--- config.mk ---
export PLATFORM = sky130hd
export DESIGN_NAME = polar_to_differential_drive_mixer_flat
export DESIGN_NICKNAME = d
export VERILOG_FILES = /design/src/hw/rtl/ptdd_pkg.sv /design/src/hw/rtl/ptdd_cmd_if.sv /design/src/hw/rtl/ptdd_width_if.sv /design/src/hw/rtl/ptdd_cfg_if.sv /design/src/hw/rtl/ptdd_cfg_regs.sv /design/src/hw/rtl/ptdd_ramp.sv /design/src/hw/rtl/ptdd_scale.sv /design/src/hw/rtl/polar_to_differential_drive_mixer.sv /design/src/flat_wrapper.sv
export SDC_FILE = /design/constraint.sdc
export NUM_CORES = 2
export LEC_CHECK = 0
export BUFFER_PORTS_ARGS = -buffer_cell sky130_fd_sc_hd__buf_4
export CAP_MARGIN = 0
export CORE_MARGIN = 10
export CORE_UTILIZATION = 40
export DETAILED_ROUTE_END_ITERATION = 12
export PLACE_DENSITY = 0.57
export SETUP_SLACK_MARGIN = 0.3
export SYNTH_ARGS = -nofsm -noshare
export SYNTH_HDL_FRONTEND = slang
export SYNTH_SLANG_ARGS = --single-unit
--- constraint.sdc ---
create_clock -name clk -period 9.9 [get_ports clk]
set_clock_uncertainty 0.05 [all_clocks]
set_input_delay 0.99 -clock clk [delete_from_list [all_inputs] [get_ports clk]]
set_output_delay 0.99 -clock clk [all_outputs]
set_load 0.05 [all_outputs]
--- src/hw/rtl/ptdd_pkg.sv ---
// ----------------------------------------------------------------------------
// Polar mixer package
// Shared constants, register codes and word types of the polar to
// differential-drive mixer.
// ----------------------------------------------------------------------------
package ptdd_pkg;

  // Field widths.
  localparam int unsigned ANGLE_W  = 16;
  localparam int unsigned MAG_W    = 16;
  localparam int unsigned PERIOD_W = 16;
  localparam int unsigned PULSE_W  = 16;
  localparam int unsigned DUTY_W   = 14;
  localparam int unsigned CFG_IDX_W  = 8;
  localparam int unsigned CFG_DATA_W = 16;

  // Duty scale and quadrant constants.
  localparam int unsigned HALF_PI_Q13  = 12868;
  localparam int unsigned DUTY_FULL    = 10000;
  localparam int unsigned DUTY_SPAN    = 20000;
  localparam int unsigned RAMP_OFFSET  = DUTY_FULL * HALF_PI_Q13;
  // Largest scaled ramp value that still matters; above it the duty clamps.
  localparam int unsigned RAMP_Y_MAX   = (DUTY_FULL + 1) * HALF_PI_Q13;
  localparam int unsigned PERIOD_RESET = 10000;

  // Reciprocals for constant division, scaled by two to the RECIP_SHIFT.
  localparam int unsigned RECIP_SHIFT = 32;
  localparam longint unsigned HALF_PI_RECIP =
      (longint'(1) << RECIP_SHIFT) / HALF_PI_Q13;
  localparam longint unsigned TICK_RECIP =
      (longint'(1) << RECIP_SHIFT) / DUTY_FULL;

  // Configuration register indexes.
  typedef enum logic [CFG_IDX_W-1:0] {
    REG_RIGHT_PERIOD = 8'd0,
    REG_LEFT_PERIOD  = 8'd1
  } cfg_reg_t;

  // A wheel duty as a forward flag and a magnitude of at most full scale.
  typedef struct packed {
    logic              pos;
    logic [DUTY_W-1:0] mag;
  } duty_t;

  typedef struct packed {
    duty_t right;
    duty_t left;
  } duty_pair_t;

  typedef struct packed {
    logic [PERIOD_W-1:0] right;
    logic [PERIOD_W-1:0] left;
  } period_pair_t;

endpackage

--- src/hw/rtl/ptdd_cmd_if.sv ---
// ----------------------------------------------------------------------------
// Command channel
// Carries one joystick command word: angle and magnitude.
// ----------------------------------------------------------------------------
interface ptdd_cmd_if;
  import ptdd_pkg::*;

  logic                      valid;
  logic                      ready;
  logic signed [ANGLE_W-1:0] angle;
  logic        [MAG_W-1:0]   magnitude;

  modport source (output valid, output angle, output magnitude, input ready);
  modport sink   (input valid, input angle, input magnitude, output ready);
endinterface

--- src/hw/rtl/ptdd_width_if.sv ---
// ----------------------------------------------------------------------------
// Pulse width channel
// Carries one result word: the four PWM pulse widths.
// ----------------------------------------------------------------------------
interface ptdd_width_if;
  import ptdd_pkg::*;

  logic               valid;
  logic               ready;
  logic [PULSE_W-1:0] right_forward_width;
  logic [PULSE_W-1:0] right_reverse_width;
  logic [PULSE_W-1:0] left_forward_width;
  logic [PULSE_W-1:0] left_reverse_width;

  modport source (
    output valid, output right_forward_width, output right_reverse_width,
    output left_forward_width, output left_reverse_width, input ready
  );
  modport sink (
    input valid, input right_forward_width, input right_reverse_width,
    input left_forward_width, input left_reverse_width, output ready
  );
endinterface

--- src/hw/rtl/ptdd_cfg_if.sv ---
// ----------------------------------------------------------------------------
// Configuration channel
// Carries one register write word: register index and data.
// ----------------------------------------------------------------------------
interface ptdd_cfg_if;
  import ptdd_pkg::*;

  logic                  valid;
  logic                  ready;
  logic [CFG_IDX_W-1:0]  index;
  logic [CFG_DATA_W-1:0] data;

  modport source (output valid, output index, output data, input ready);
  modport sink   (input valid, input index, input data, output ready);
endinterface

--- src/hw/rtl/ptdd_cfg_regs.sv ---
// ----------------------------------------------------------------------------
// Configuration registers
// Holds the right and left PWM periods; writes to unknown indexes are dropped.
// ----------------------------------------------------------------------------
module ptdd_cfg_regs (
  input  logic                  clk,
  input  logic                  rst,
  ptdd_cfg_if.sink              cfg,
  output ptdd_pkg::period_pair_t periods
);
  import ptdd_pkg::*;

  // Writes are always taken.
  assign cfg.ready = 1'b1;

  // Period registers.
  always_ff @(posedge clk) begin
    if (rst) begin
      periods.right <= PERIOD_W'(PERIOD_RESET);
      periods.left  <= PERIOD_W'(PERIOD_RESET);
    end else if (cfg.valid) begin
      unique case (cfg.index)
        REG_RIGHT_PERIOD: periods.right <= cfg.data;
        REG_LEFT_PERIOD:  periods.left  <= cfg.data;
        default: begin
        end
      endcase
    end
  end
endmodule

--- src/hw/rtl/ptdd_ramp.sv ---
// ----------------------------------------------------------------------------
// Duty mixer pipeline
// Four stages: quadrant decode, magnitude multiply, reciprocal divide by
// pi/2, and quotient correction with clamping and wheel assignment.
// ----------------------------------------------------------------------------
module ptdd_ramp (
  input  logic                 clk,
  input  logic                 rst,
  ptdd_cmd_if.sink             cmd,
  output logic                 duty_valid,
  input  logic                 duty_ready,
  output ptdd_pkg::duty_pair_t duty
);
  import ptdd_pkg::*;

  // Stage registers.
  logic              s1_valid, s2_valid, s3_valid;
  logic [MAG_W-1:0]  s1_mag;
  logic [28:0]       s1_t_abs;
  logic              s1_t_neg, s2_t_neg, s3_t_neg;
  logic              s1_ramp_right, s2_ramp_right, s3_ramp_right;
  logic              s1_full_pos, s2_full_pos, s3_full_pos;
  logic [29:0]       s2_y;
  logic [14:0]       s2_full;
  logic [26:0]       s3_y;
  logic [DUTY_W-1:0] s3_quot;
  logic [DUTY_W-1:0] s3_full;

  // Stage load enables; a stage loads when empty or when its word moves on.
  logic s1_load, s2_load, s3_load, s4_load;
  assign s4_load   = !duty_valid || duty_ready;
  assign s3_load   = !s3_valid || s4_load;
  assign s2_load   = !s2_valid || s3_load;
  assign s1_load   = !s1_valid || s2_load;
  assign cmd.ready = s1_load;

  // Valid bits.
  always_ff @(posedge clk) begin
    if (rst) begin
      s1_valid   <= 1'b0;
      s2_valid   <= 1'b0;
      s3_valid   <= 1'b0;
      duty_valid <= 1'b0;
    end else begin
      if (s1_load) s1_valid   <= cmd.valid;
      if (s2_load) s2_valid   <= s1_valid;
      if (s3_load) s3_valid   <= s2_valid;
      if (s4_load) duty_valid <= s3_valid;
    end
  end

  // Stage 1: pick quadrant, angle inside it, and the ramp numerator.
  logic [16:0] ang_ext, ang_abs;
  logic        ang_pos, over;
  logic [14:0] quad_arg;
  logic [28:0] arg_span;
  logic        t_neg;
  logic [28:0] t_abs;

  always_comb begin
    ang_ext  = {cmd.angle[ANGLE_W-1], cmd.angle};
    ang_pos  = !cmd.angle[ANGLE_W-1] && (cmd.angle != '0);
    ang_abs  = ang_pos ? ang_ext : (17'd0 - ang_ext);
    over     = ang_abs > 17'(HALF_PI_Q13);
    quad_arg = over ? 15'(ang_abs - 17'(HALF_PI_Q13)) : 15'(ang_abs);
    arg_span = 29'(quad_arg) * 29'(DUTY_SPAN);
    t_neg    = arg_span < 29'(RAMP_OFFSET);
    t_abs    = t_neg ? (29'(RAMP_OFFSET) - arg_span) : (arg_span - 29'(RAMP_OFFSET));
  end

  always_ff @(posedge clk) begin
    if (s1_load) begin
      s1_mag        <= cmd.magnitude;
      s1_t_abs      <= t_abs;
      s1_t_neg      <= t_neg;
      s1_ramp_right <= ang_pos ^ over;
      s1_full_pos   <= over;
    end
  end

  // Stage 2: scale by magnitude and drop the Q1.15 fraction.
  logic [44:0] ramp_prod;
  logic [29:0] full_prod;

  always_comb begin
    ramp_prod = 45'(s1_mag) * 45'(s1_t_abs);
    full_prod = 30'(s1_mag) * 30'(DUTY_FULL);
  end

  always_ff @(posedge clk) begin
    if (s2_load) begin
      s2_y          <= ramp_prod[44:15];
      s2_full       <= full_prod[29:15];
      s2_t_neg      <= s1_t_neg;
      s2_ramp_right <= s1_ramp_right;
      s2_full_pos   <= s1_full_pos;
    end
  end

  // Stage 3: saturate, then estimate the quotient by pi/2 with a reciprocal.
  logic [26:0] y_sat;
  logic [45:0] recip_prod;

  always_comb begin
    y_sat      = (s2_y > 30'(RAMP_Y_MAX)) ? 27'(RAMP_Y_MAX) : s2_y[26:0];
    recip_prod = 46'(y_sat) * 46'(HALF_PI_RECIP);
  end

  always_ff @(posedge clk) begin
    if (s3_load) begin
      s3_y          <= y_sat;
      s3_quot       <= recip_prod[45:32];
      s3_full       <= (s2_full > 15'(DUTY_FULL)) ? DUTY_W'(DUTY_FULL) : s2_full[13:0];
      s3_t_neg      <= s2_t_neg;
      s3_ramp_right <= s2_ramp_right;
      s3_full_pos   <= s2_full_pos;
    end
  end

  // Stage 4: the estimate is at most one low; fix it, clamp, assign wheels.
  logic [26:0]       quot_rem;
  logic [DUTY_W-1:0] quot_fix;
  duty_t             ramp_duty, full_duty;

  always_comb begin
    quot_rem      = s3_y - 27'(s3_quot) * 27'(HALF_PI_Q13);
    quot_fix      = s3_quot + DUTY_W'(quot_rem >= 27'(HALF_PI_Q13));
    ramp_duty.pos = !s3_t_neg;
    ramp_duty.mag = (quot_fix > DUTY_W'(DUTY_FULL)) ? DUTY_W'(DUTY_FULL) : quot_fix;
    full_duty.pos = s3_full_pos;
    full_duty.mag = s3_full;
  end

  always_ff @(posedge clk) begin
    if (s4_load) begin
      duty.right <= s3_ramp_right ? ramp_duty : full_duty;
      duty.left  <= s3_ramp_right ? full_duty : ramp_duty;
    end
  end
endmodule

--- src/hw/rtl/ptdd_scale.sv ---
// ----------------------------------------------------------------------------
// Pulse width scaler
// Three stages per wheel: period times duty, reciprocal divide by full
// scale, and quotient correction with the forward and reverse split.
// ----------------------------------------------------------------------------
module ptdd_scale (
  input  logic                   clk,
  input  logic                   rst,
  input  logic                   duty_valid,
  output logic                   duty_ready,
  input  ptdd_pkg::duty_pair_t   duty,
  input  ptdd_pkg::period_pair_t periods,
  ptdd_width_if.source           result
);
  import ptdd_pkg::*;

  localparam int unsigned LANES = 2;

  // Lane 0 is the right wheel, lane 1 the left wheel.
  duty_t             lane_duty   [LANES];
  logic [PERIOD_W-1:0] lane_period [LANES];

  assign lane_duty[0]   = duty.right;
  assign lane_duty[1]   = duty.left;
  assign lane_period[0] = periods.right;
  assign lane_period[1] = periods.left;

  // Stage control.
  logic sa_valid, sb_valid, out_valid;
  logic sa_load, sb_load, sc_load;

  assign sc_load      = !out_valid || result.ready;
  assign sb_load      = !sb_valid || sc_load;
  assign sa_load      = !sa_valid || sb_load;
  assign duty_ready   = sa_load;
  assign result.valid = out_valid;

  always_ff @(posedge clk) begin
    if (rst) begin
      sa_valid  <= 1'b0;
      sb_valid  <= 1'b0;
      out_valid <= 1'b0;
    end else begin
      if (sa_load) sa_valid  <= duty_valid;
      if (sb_load) sb_valid  <= sa_valid;
      if (sc_load) out_valid <= sb_valid;
    end
  end

  logic [PULSE_W-1:0] fwd_width [LANES];
  logic [PULSE_W-1:0] rev_width [LANES];

  for (genvar l = 0; l < LANES; l++) begin : g_lane
    logic [29:0]        sa_x, sb_x;
    logic               sa_pos, sb_pos;
    logic [PULSE_W-1:0] sb_quot;
    logic [48:0]        recip_prod;
    logic [29:0]        quot_rem;
    logic [PULSE_W-1:0] quot_fix;

    // Stage A: ticks times duty.
    always_ff @(posedge clk) begin
      if (sa_load) begin
        sa_x   <= 30'(lane_period[l]) * 30'(lane_duty[l].mag);
        sa_pos <= lane_duty[l].pos;
      end
    end

    // Stage B: quotient estimate by full scale.
    assign recip_prod = 49'(sa_x) * 49'(TICK_RECIP);

    always_ff @(posedge clk) begin
      if (sb_load) begin
        sb_x    <= sa_x;
        sb_quot <= recip_prod[47:32];
        sb_pos  <= sa_pos;
      end
    end

    // Stage C: correct the estimate and route it by sign.
    always_comb begin
      quot_rem = sb_x - 30'(sb_quot) * 30'(DUTY_FULL);
      quot_fix = sb_quot + PULSE_W'(quot_rem >= 30'(DUTY_FULL));
    end

    always_ff @(posedge clk) begin
      if (sc_load) begin
        fwd_width[l] <= sb_pos ? quot_fix : '0;
        rev_width[l] <= sb_pos ? '0 : quot_fix;
      end
    end
  end

  assign result.right_forward_width = fwd_width[0];
  assign result.right_reverse_width = rev_width[0];
  assign result.left_forward_width  = fwd_width[1];
  assign result.left_reverse_width  = rev_width[1];
endmodule

--- src/hw/rtl/polar_to_differential_drive_mixer.sv ---
// Throughput: one command word per cycle while the width side is ready; each
// of the seven register stages is at most one multiplier deep, and stalls
// back up stage by stage.
// Reset: synchronous; empties the pipeline and sets both PWM periods to
// 10000 ticks.
// ----------------------------------------------------------------------------
// Polar to differential-drive mixer
// Turns a joystick angle and magnitude into forward and reverse PWM widths
// for the left and right wheels.
// ----------------------------------------------------------------------------
module polar_to_differential_drive_mixer (
  input  logic         clk,
  input  logic         rst,
  ptdd_cmd_if.sink     cmd,
  ptdd_width_if.source result,
  ptdd_cfg_if.sink     cfg
);
  import ptdd_pkg::*;

  logic         duty_valid;
  logic         duty_ready;
  duty_pair_t   duty;
  period_pair_t periods;

  // Period registers.
  ptdd_cfg_regs u_cfg_regs (
    .clk     (clk),
    .rst     (rst),
    .cfg     (cfg),
    .periods (periods)
  );

  // Quadrant decode and duty mixing.
  ptdd_ramp u_ramp (
    .clk        (clk),
    .rst        (rst),
    .cmd        (cmd),
    .duty_valid (duty_valid),
    .duty_ready (duty_ready),
    .duty       (duty)
  );

  // Period scaling and sign split.
  ptdd_scale u_scale (
    .clk        (clk),
    .rst        (rst),
    .duty_valid (duty_valid),
    .duty_ready (duty_ready),
    .duty       (duty),
    .periods    (periods),
    .result     (result)
  );
endmodule

--- src/flat_wrapper.sv ---
// flat-port wrapper written by rule: the top's interface ports become plain ports
module polar_to_differential_drive_mixer_flat import ptdd_pkg::*;
  (clk, rst, cmd_valid, cmd_angle, cmd_magnitude, cmd_ready, result_valid, result_right_forward_width, result_right_reverse_width, result_left_forward_width, result_left_reverse_width, result_ready, cfg_valid, cfg_index, cfg_data, cfg_ready);
  ptdd_cmd_if cmd_i ();
  ptdd_width_if result_i ();
  ptdd_cfg_if cfg_i ();
  input  logic clk;
  input  logic rst;
  input wire logic [$bits(cmd_i.valid)-1:0] cmd_valid;
  input wire logic [$bits(cmd_i.angle)-1:0] cmd_angle;
  input wire logic [$bits(cmd_i.magnitude)-1:0] cmd_magnitude;
  output wire logic [$bits(cmd_i.ready)-1:0] cmd_ready;
  output wire logic [$bits(result_i.valid)-1:0] result_valid;
  output wire logic [$bits(result_i.right_forward_width)-1:0] result_right_forward_width;
  output wire logic [$bits(result_i.right_reverse_width)-1:0] result_right_reverse_width;
  output wire logic [$bits(result_i.left_forward_width)-1:0] result_left_forward_width;
  output wire logic [$bits(result_i.left_reverse_width)-1:0] result_left_reverse_width;
  input wire logic [$bits(result_i.ready)-1:0] result_ready;
  input wire logic [$bits(cfg_i.valid)-1:0] cfg_valid;
  input wire logic [$bits(cfg_i.index)-1:0] cfg_index;
  input wire logic [$bits(cfg_i.data)-1:0] cfg_data;
  output wire logic [$bits(cfg_i.ready)-1:0] cfg_ready;
  assign cmd_i.valid = cmd_valid;
  assign cmd_i.angle = cmd_angle;
  assign cmd_i.magnitude = cmd_magnitude;
  assign cmd_ready = cmd_i.ready;
  assign result_valid = result_i.valid;
  assign result_right_forward_width = result_i.right_forward_width;
  assign result_right_reverse_width = result_i.right_reverse_width;
  assign result_left_forward_width = result_i.left_forward_width;
  assign result_left_reverse_width = result_i.left_reverse_width;
  assign result_i.ready = result_ready;
  assign cfg_i.valid = cfg_valid;
  assign cfg_i.index = cfg_index;
  assign cfg_i.data = cfg_data;
  assign cfg_ready = cfg_i.ready;
  polar_to_differential_drive_mixer u_core (.clk(clk), .rst(rst), .cmd(cmd_i), .result(result_i), .cfg(cfg_i));
endmodule
---- Word level (Yosys, flattened, before mapping) ----
Memories as Yosys holds them, arrays and structs flattened.
Index checks and enable logic that the tools add are counted.
word-level totals
  output and inout bits ................... 67
  memory bits (writable) .................. 64
  memories ................................ 2
  logic and storage cells ................. 106
  flip-flop bits (word level) ............. 379
operators by class
  equality and inequality tests ........... 1
  multiply operators ...................... 11
  $lt $le $gt $ge ......................... 8
  muxes and demuxes ....................... 13
  reduce and logical (&&, ||, !) cells .... 21
  $add $sub $neg .......................... 10
  bitwise gates (word level) .............. 1
memories
  memory                    words  width  read ports  clocked after memory_dff  write ports  line              source
  u_core.u_scale.fwd_width  2      16     2           0                         2            ptdd_scale.sv:50  logic [PULSE_W-1:0] fwd_width [LANES];
  u_core.u_scale.rev_width  2      16     2           0                         2            ptdd_scale.sv:51  logic [PULSE_W-1:0] rev_width [LANES];
operator list
  kind                                                                  number
  multiplier 30 x 16 -> 45 bit (second input constant)                  2
  multiplier 16 x 10 -> 26 bit (second input constant)                  3
  2-to-1 mux 16 bit                                                     4
  greater-or-equal comparator 30 x 14 -> 1 bit (second input constant)  2
  multiplier 16 x 14 -> 30 bit                                          2
  subtractor 30 bit                                                     2
  multiplier 27 x 19 -> 46 bit (second input constant)                  1
  multiplier 16 x 29 -> 45 bit                                          1
  2-to-1 mux 15 bit                                                     3
  adder 16 x 1 -> 16 bit                                                2
  > comparator 30 x 27 -> 1 bit (second input constant)                 1
  < comparator 29 x 27 -> 1 bit (second input constant)                 1
  2-to-1 mux 29 bit                                                     1
  subtractor 27 x 29 -> 29 bit (first input constant)                   1
  subtractor 29 x 27 -> 29 bit (second input constant)                  1
  greater-or-equal comparator 27 x 14 -> 1 bit (second input constant)  1
  2-to-1 mux 27 bit                                                     1
  subtractor 27 bit                                                     1
  multiplier 14 x 12 -> 25 bit (second input constant)                  1
  multiplier 15 x 10 -> 24 bit (second input constant)                  1
  > comparator 17 x 14 -> 1 bit (second input constant)                 1
  2-to-1 mux 17 bit                                                     1
  subtractor 1 x 16 -> 17 bit (first input constant)                    1
  nonzero test 16 bit                                                   1
  other kinds (13)                                                      29

---- Longest topological paths before layout ----
  depth after elaboration ................. 8
  mapped depth ............................ 42

---- Cells and area by module ----
From an unflattened synthesis, not the netlist that was laid out.
second synthesis, totals
  cell total of the unflattened synthesis .. 8310
  area total of the unflattened synthesis .. 82683.0 µm²
by module, submodules not included
  module         cells each  seq. area each (µm²)  instances  area each (µm²)
  ptdd_scale     4493        6426.2                1          45387.3
  ptdd_ramp      3688        5395.2                1          35924.5
  ptdd_cfg_regs  129         640.6                 1          1371.3

---- Worst setup path after synthesis ----
Ideal clock, no wire load.
  path type ............................... in2reg
  start point ............................. input cmd_angle[0]
  end point ............................... register u_core.u_ramp.s1_t_abs[10] (data pin)
  library setup time ...................... 0.258 ns
  stages on the path ...................... 39
  buffers on the path ..................... 4
  path slack .............................. -0.139 ns
  data required time ...................... 9.592 ns
  arrival time ............................ 9.731 ns
  cell sequence ........................... inv_1 > ha_1 > or4b_4 > nor4_4 > or2_1 > buf_6 > nand2_1 > xor2_1 > ha_1 > nand2_1 > a21o_1 > o2111ai_2 > nand3_1 > clkbuf_1 > and2_1 > xnor2_1 > inv_1 > fa_1 > (+3 left out) > fa_1 > inv_1 > ha_1 > inv_1 > fa_1 > inv_1 > ha_1 > or3_1 > clkbuf_1 > o211a_1 > a2111oi_0 > xor2_1 > o311a_1 > o21ba_1 > o211a_4 > buf_4 > o31a_1 > xnor2_1
between the ends
  longest elaborated chain between the ends .. 8
  elaborated cells between the ends (all ways) .. 12
RTL lines
  item                                                                 line                source
  start, declared                                                      flat_wrapper.sv:10  input wire logic [$bits(cmd_i.angle)-1:0] cmd_angle;
  branches (longest 2 deep; another with subtractor 1 x 16 -> 17 bit)  -
  2-to-1 mux 17 bit (*)                                                ptdd_ramp.sv:63     ang_abs = ang_pos ? ang_ext : (17'd0 - ang_ext);
  > comparator 17 x 14 -> 1 bit (*)                                    ptdd_ramp.sv:64     over = ang_abs > 17'(HALF_PI_Q13);
  via u_core.u_ramp.over                                               ptdd_ramp.sv:54     logic ang_pos, over;
  2-to-1 mux 15 bit (*)                                                ptdd_ramp.sv:65     quad_arg = over ? 15'(ang_abs - 17'(HALF_PI_Q13)) : 15'(ang_abs);
  multiplier 15 x 10 -> 24 bit (*)                                     ptdd_ramp.sv:66     arg_span = 29'(quad_arg) * 29'(DUTY_SPAN);
  subtractor 29 x 27 -> 29 bit (tied with other cells)                 ptdd_ramp.sv:68     t_abs = t_neg ? (29'(RAMP_OFFSET) - arg_span) : (arg_span - 29'(RAMP_OFFSET));
  2-to-1 mux 29 bit (*)                                                ptdd_ramp.sv:68
  via u_core.u_ramp.t_abs[10]                                          ptdd_ramp.sv:58     logic [28:0] t_abs;
  end signal, assigned                                                 ptdd_ramp.sv:74     s1_t_abs <= t_abs;
  end, declared                                                        ptdd_ramp.sv:19     logic [28:0] s1_t_abs;
Mark *: on every way through the listed nets, which the timed path passes.
A chain may end at the register's enable or synchronous reset.

---- Worst setup path in the final report ----
  start point ............................. input cmd_angle[1]
  end point ............................... register u_core.u_ramp.s1_t_abs[18] (data pin)
between the ends
  longest elaborated chain between the ends .. 8
  elaborated cells between the ends (all ways) .. 12
RTL lines
  item                                                                                  line
  branches (longest 2 deep; another with subtractor 1 x 16 -> 17 bit)                   -
  2-to-1 mux 17 bit (*)                                                                 ptdd_ramp.sv:63
  subtractor 15 x 14 -> 15 bit / > comparator 17 x 14 -> 1 bit (equally long branches)  ptdd_ramp.sv:65, ptdd_ramp.sv:64
  2-to-1 mux 15 bit (*)                                                                 ptdd_ramp.sv:65
  multiplier 15 x 10 -> 24 bit (*)                                                      ptdd_ramp.sv:66
  subtractor 29 x 27 -> 29 bit (tied with other cells)                                  ptdd_ramp.sv:68
  2-to-1 mux 29 bit (*)                                                                 ptdd_ramp.sv:68
  via u_core.u_ramp.t_abs[18]                                                           ptdd_ramp.sv:58
Marked as above.

==> flow_summary.yaml <==
floorplan:
  core_um2: 205000
  floorplan.initialDensity_pct: 40.3
  ios: 128
  fp-row-count: 166
  dieWidth_um: 474
  die_area_um2: 225000
  dieHeight_um: 474
cts:
  clock_path_buffers: 3
  cts_num_sinks: 428
  cts-hold-fix-buffers: 0
  insertion_delay_ns: 0.71
  numCtsBuffers: 56
  cts_tree: "yes"
  htreeDepth: 2
  cts.clk_slew.worst_paths_ns: 0.06
  clock-root-buffer: "clkbuf_16"
yosys:
  netlist-cell-type-count: 96
  synth_warnings: 0
  netlist_instances: 8334
  ys_ff_latch: 428
  async_reset_ff_share_pct: 0
  netlist_area_um2: 82500
  syn-num-nets: 11059
  synth-seq-area-share_pct: 15.1
  ys.flop_type: "edfxtp_1"
  avgSynthCellArea_um2: 9.90
  synth-edff-count: 389
setup_path:
  cp-start-kind: "input pin"
  cp.arrival_ns: 9.50
  max_stage_delay_ns: 0.53
  crit_type: "input pin to register"
  crit_path_end_kind: "register"
  cpMaxStageDelayCell: "fa_1"
  crit_path_max_fanout: 11
  worstPathRequired_ns: 10.30
  crit_family: "adder cells"
  worstPathBufferInverterCount: 9
  crit_top_cell: "inv_1"
place:
  place_congestion: 0.921
  port_buffers: 126
  placed_area_um2: 86800
  post-dp-hpwl_um: 173000
detailed_routing:
  dr.pass1.iters: 5
  ant_nets: 0
  via_per_inst: 5.02
  drtIter0Drc: 2785
  wirelength_um: 205000
  drc_errors: 0
  post_drt_wl_per_cell_um: 18.3
  vias: 56134
global_routing:
  grt_first_pass_wirelength_um: 333000
  grt_antenna_before_repair: 3
  grt-ovfl-total: 0
  grtUsageTotal_pct: 18.4
  grt_max_degree: 65
  grt_pass1_vias: 61119
layout:
  multi_input_area_um2: 62000
  drive_gt1_share_pct: 4.65
  seq_area_um2: 12500
  final_common_cell: "inv_1"
  fillers: 19649
  syn_to_final_growth_pct: 7.81
  final_cell_mix: "inv_1, fa_1, ha_1"
  n_antenna_cell: 0
  nets: 11167
  fin_area_um2: 89000
sta:
  setup_violations: 0
  slew_viol_final: 0
  fmax_mhz: 110
  period_share_pct: 91.9
  tightest_slew_ns: 1.17
  final-hold-violation-count: 0
  slew_headroom_pct: 22.1
  rsz0062_at_grt: "false"
  period_minus_slack_ns: 9.10
hold_path:
  min_path_type: "register to register"
status:
  run_status: "complete, no violations"
job:
  max-cap-violations: 0
[sequential cells by signal (all words and copies together), names as in the netlist, 2 cells and up]
name	flops
u_core.u_scale.fwd_width	32
u_core.u_ramp.s1_mag	16
u_core.u_ramp.s1_t_abs	24
u_core.u_ramp.duty	30
u_core.u_ramp.s3_full	14
u_core.u_ramp.s2_full	15
u_core.u_ramp.s2_y	30
u_core.u_scale.g_lane.sa_x	60
u_core.u_ramp.s3_y	25
u_core.u_scale.g_lane.sb_quot	32
u_core.u_scale.g_lane.sb_x	52
u_core.u_scale.g_lane.sb_pos	2
u_core.u_cfg_regs.periods	32
u_core.u_ramp.s3_quot	14
u_core.u_scale.rev_width	32
u_core.u_scale.g_lane.sa_pos	2
[cell type report]
class	count	share of cell area, %
clock buffer	65	1.65
clock inverter	39	0.526
inverter	2018	8.52
multi-input combinational	5718	69.7
sequential	428	14.0
tap	2688	3.78
timing repair buffer	220	1.86
[synthesized netlist by cell type, drive strengths merged, types with 99 or more instances]
cell type | number | area, um2
o21ai | 160 | 801
clkbuf | 163 | 612
xnor2 | 225 | 1980
edfxtp | 389 | 11700
fa | 1420 | 28400
a21o | 115 | 863
xor2 | 99 | 867
ha | 1244 | 15600
nor2 | 265 | 995
inv | 2018 | 7570
a21oi | 238 | 1190
and2 | 323 | 2020
nand2 | 742 | 2790
[worst paths after layout]
kind / from / endpoint / slack, ns / cells after the start
worst max-delay path: cmd_angle[1] / u_core.u_ramp.s1_t_abs[18] / 0.80 / 39
worst min-delay path: u_core.u_ramp.s2_ramp_right / u_core.u_ramp.s3_ramp_right / 0.37 / 0
worst max register to register: u_core.u_ramp.s3_quot[2] / u_core.u_ramp.duty[22] / 0.89 / 39
worst min register to register: u_core.u_ramp.s2_ramp_right / u_core.u_ramp.s3_ramp_right / 0.37 / 0
[repair_timing]
item | in CTS | in global routing
setup buffers | 0 | 18
endpoints found under the setup margin | 1 | 68
resized for setup | 1 | 24
pin swaps | 0 | 6
cloned | 0 | 3
[cell families after synthesis]
family,Yosys count,synth area share [%]
AO/OA/AOI/OAI,858,6.89
XOR/XNOR,325,3.48
adder cells (fa/ha/maj),2664,53.3
buffers and inverters,2191,10.0
flip-flops,428,15.1
multiplexers,44,0.552
other,1,0.00454
AND/OR/NAND/NOR,1823,10.7
[stage by stage]
step           setup WS (ns)  cells  utilization [%]  hold WS (ns)  setup TNS (ns)
3_3_place_gp          0.0382  11051             42.3         0.357               0
5_1_grt                0.278  11176             43.4         0.373               0
4_1_cts                0.379  11155             43.3         0.363               0
6_report               0.799  11176             43.4         0.369               0
2_1_floorplan          0.326   8334                -         0.350               0
3_5_place_dp         -0.0813  11051             42.3         0.357          -0.309
[layer usage]
metal | global-route usage (%) | vias up | wire (um)
li1 | - | 26532 | -
met1 | 23.6 | 28256 | 87700
met2 | 33.1 | 1071 | 103000
met3 | 1.63 | 275 | 7510
met4 | 5.22 | 0 | 6360
met5 | 0 | - | 0
Power is not shown: default switching activity piles up to over one toggle a cycle in this logic, so the estimate is an artifact.
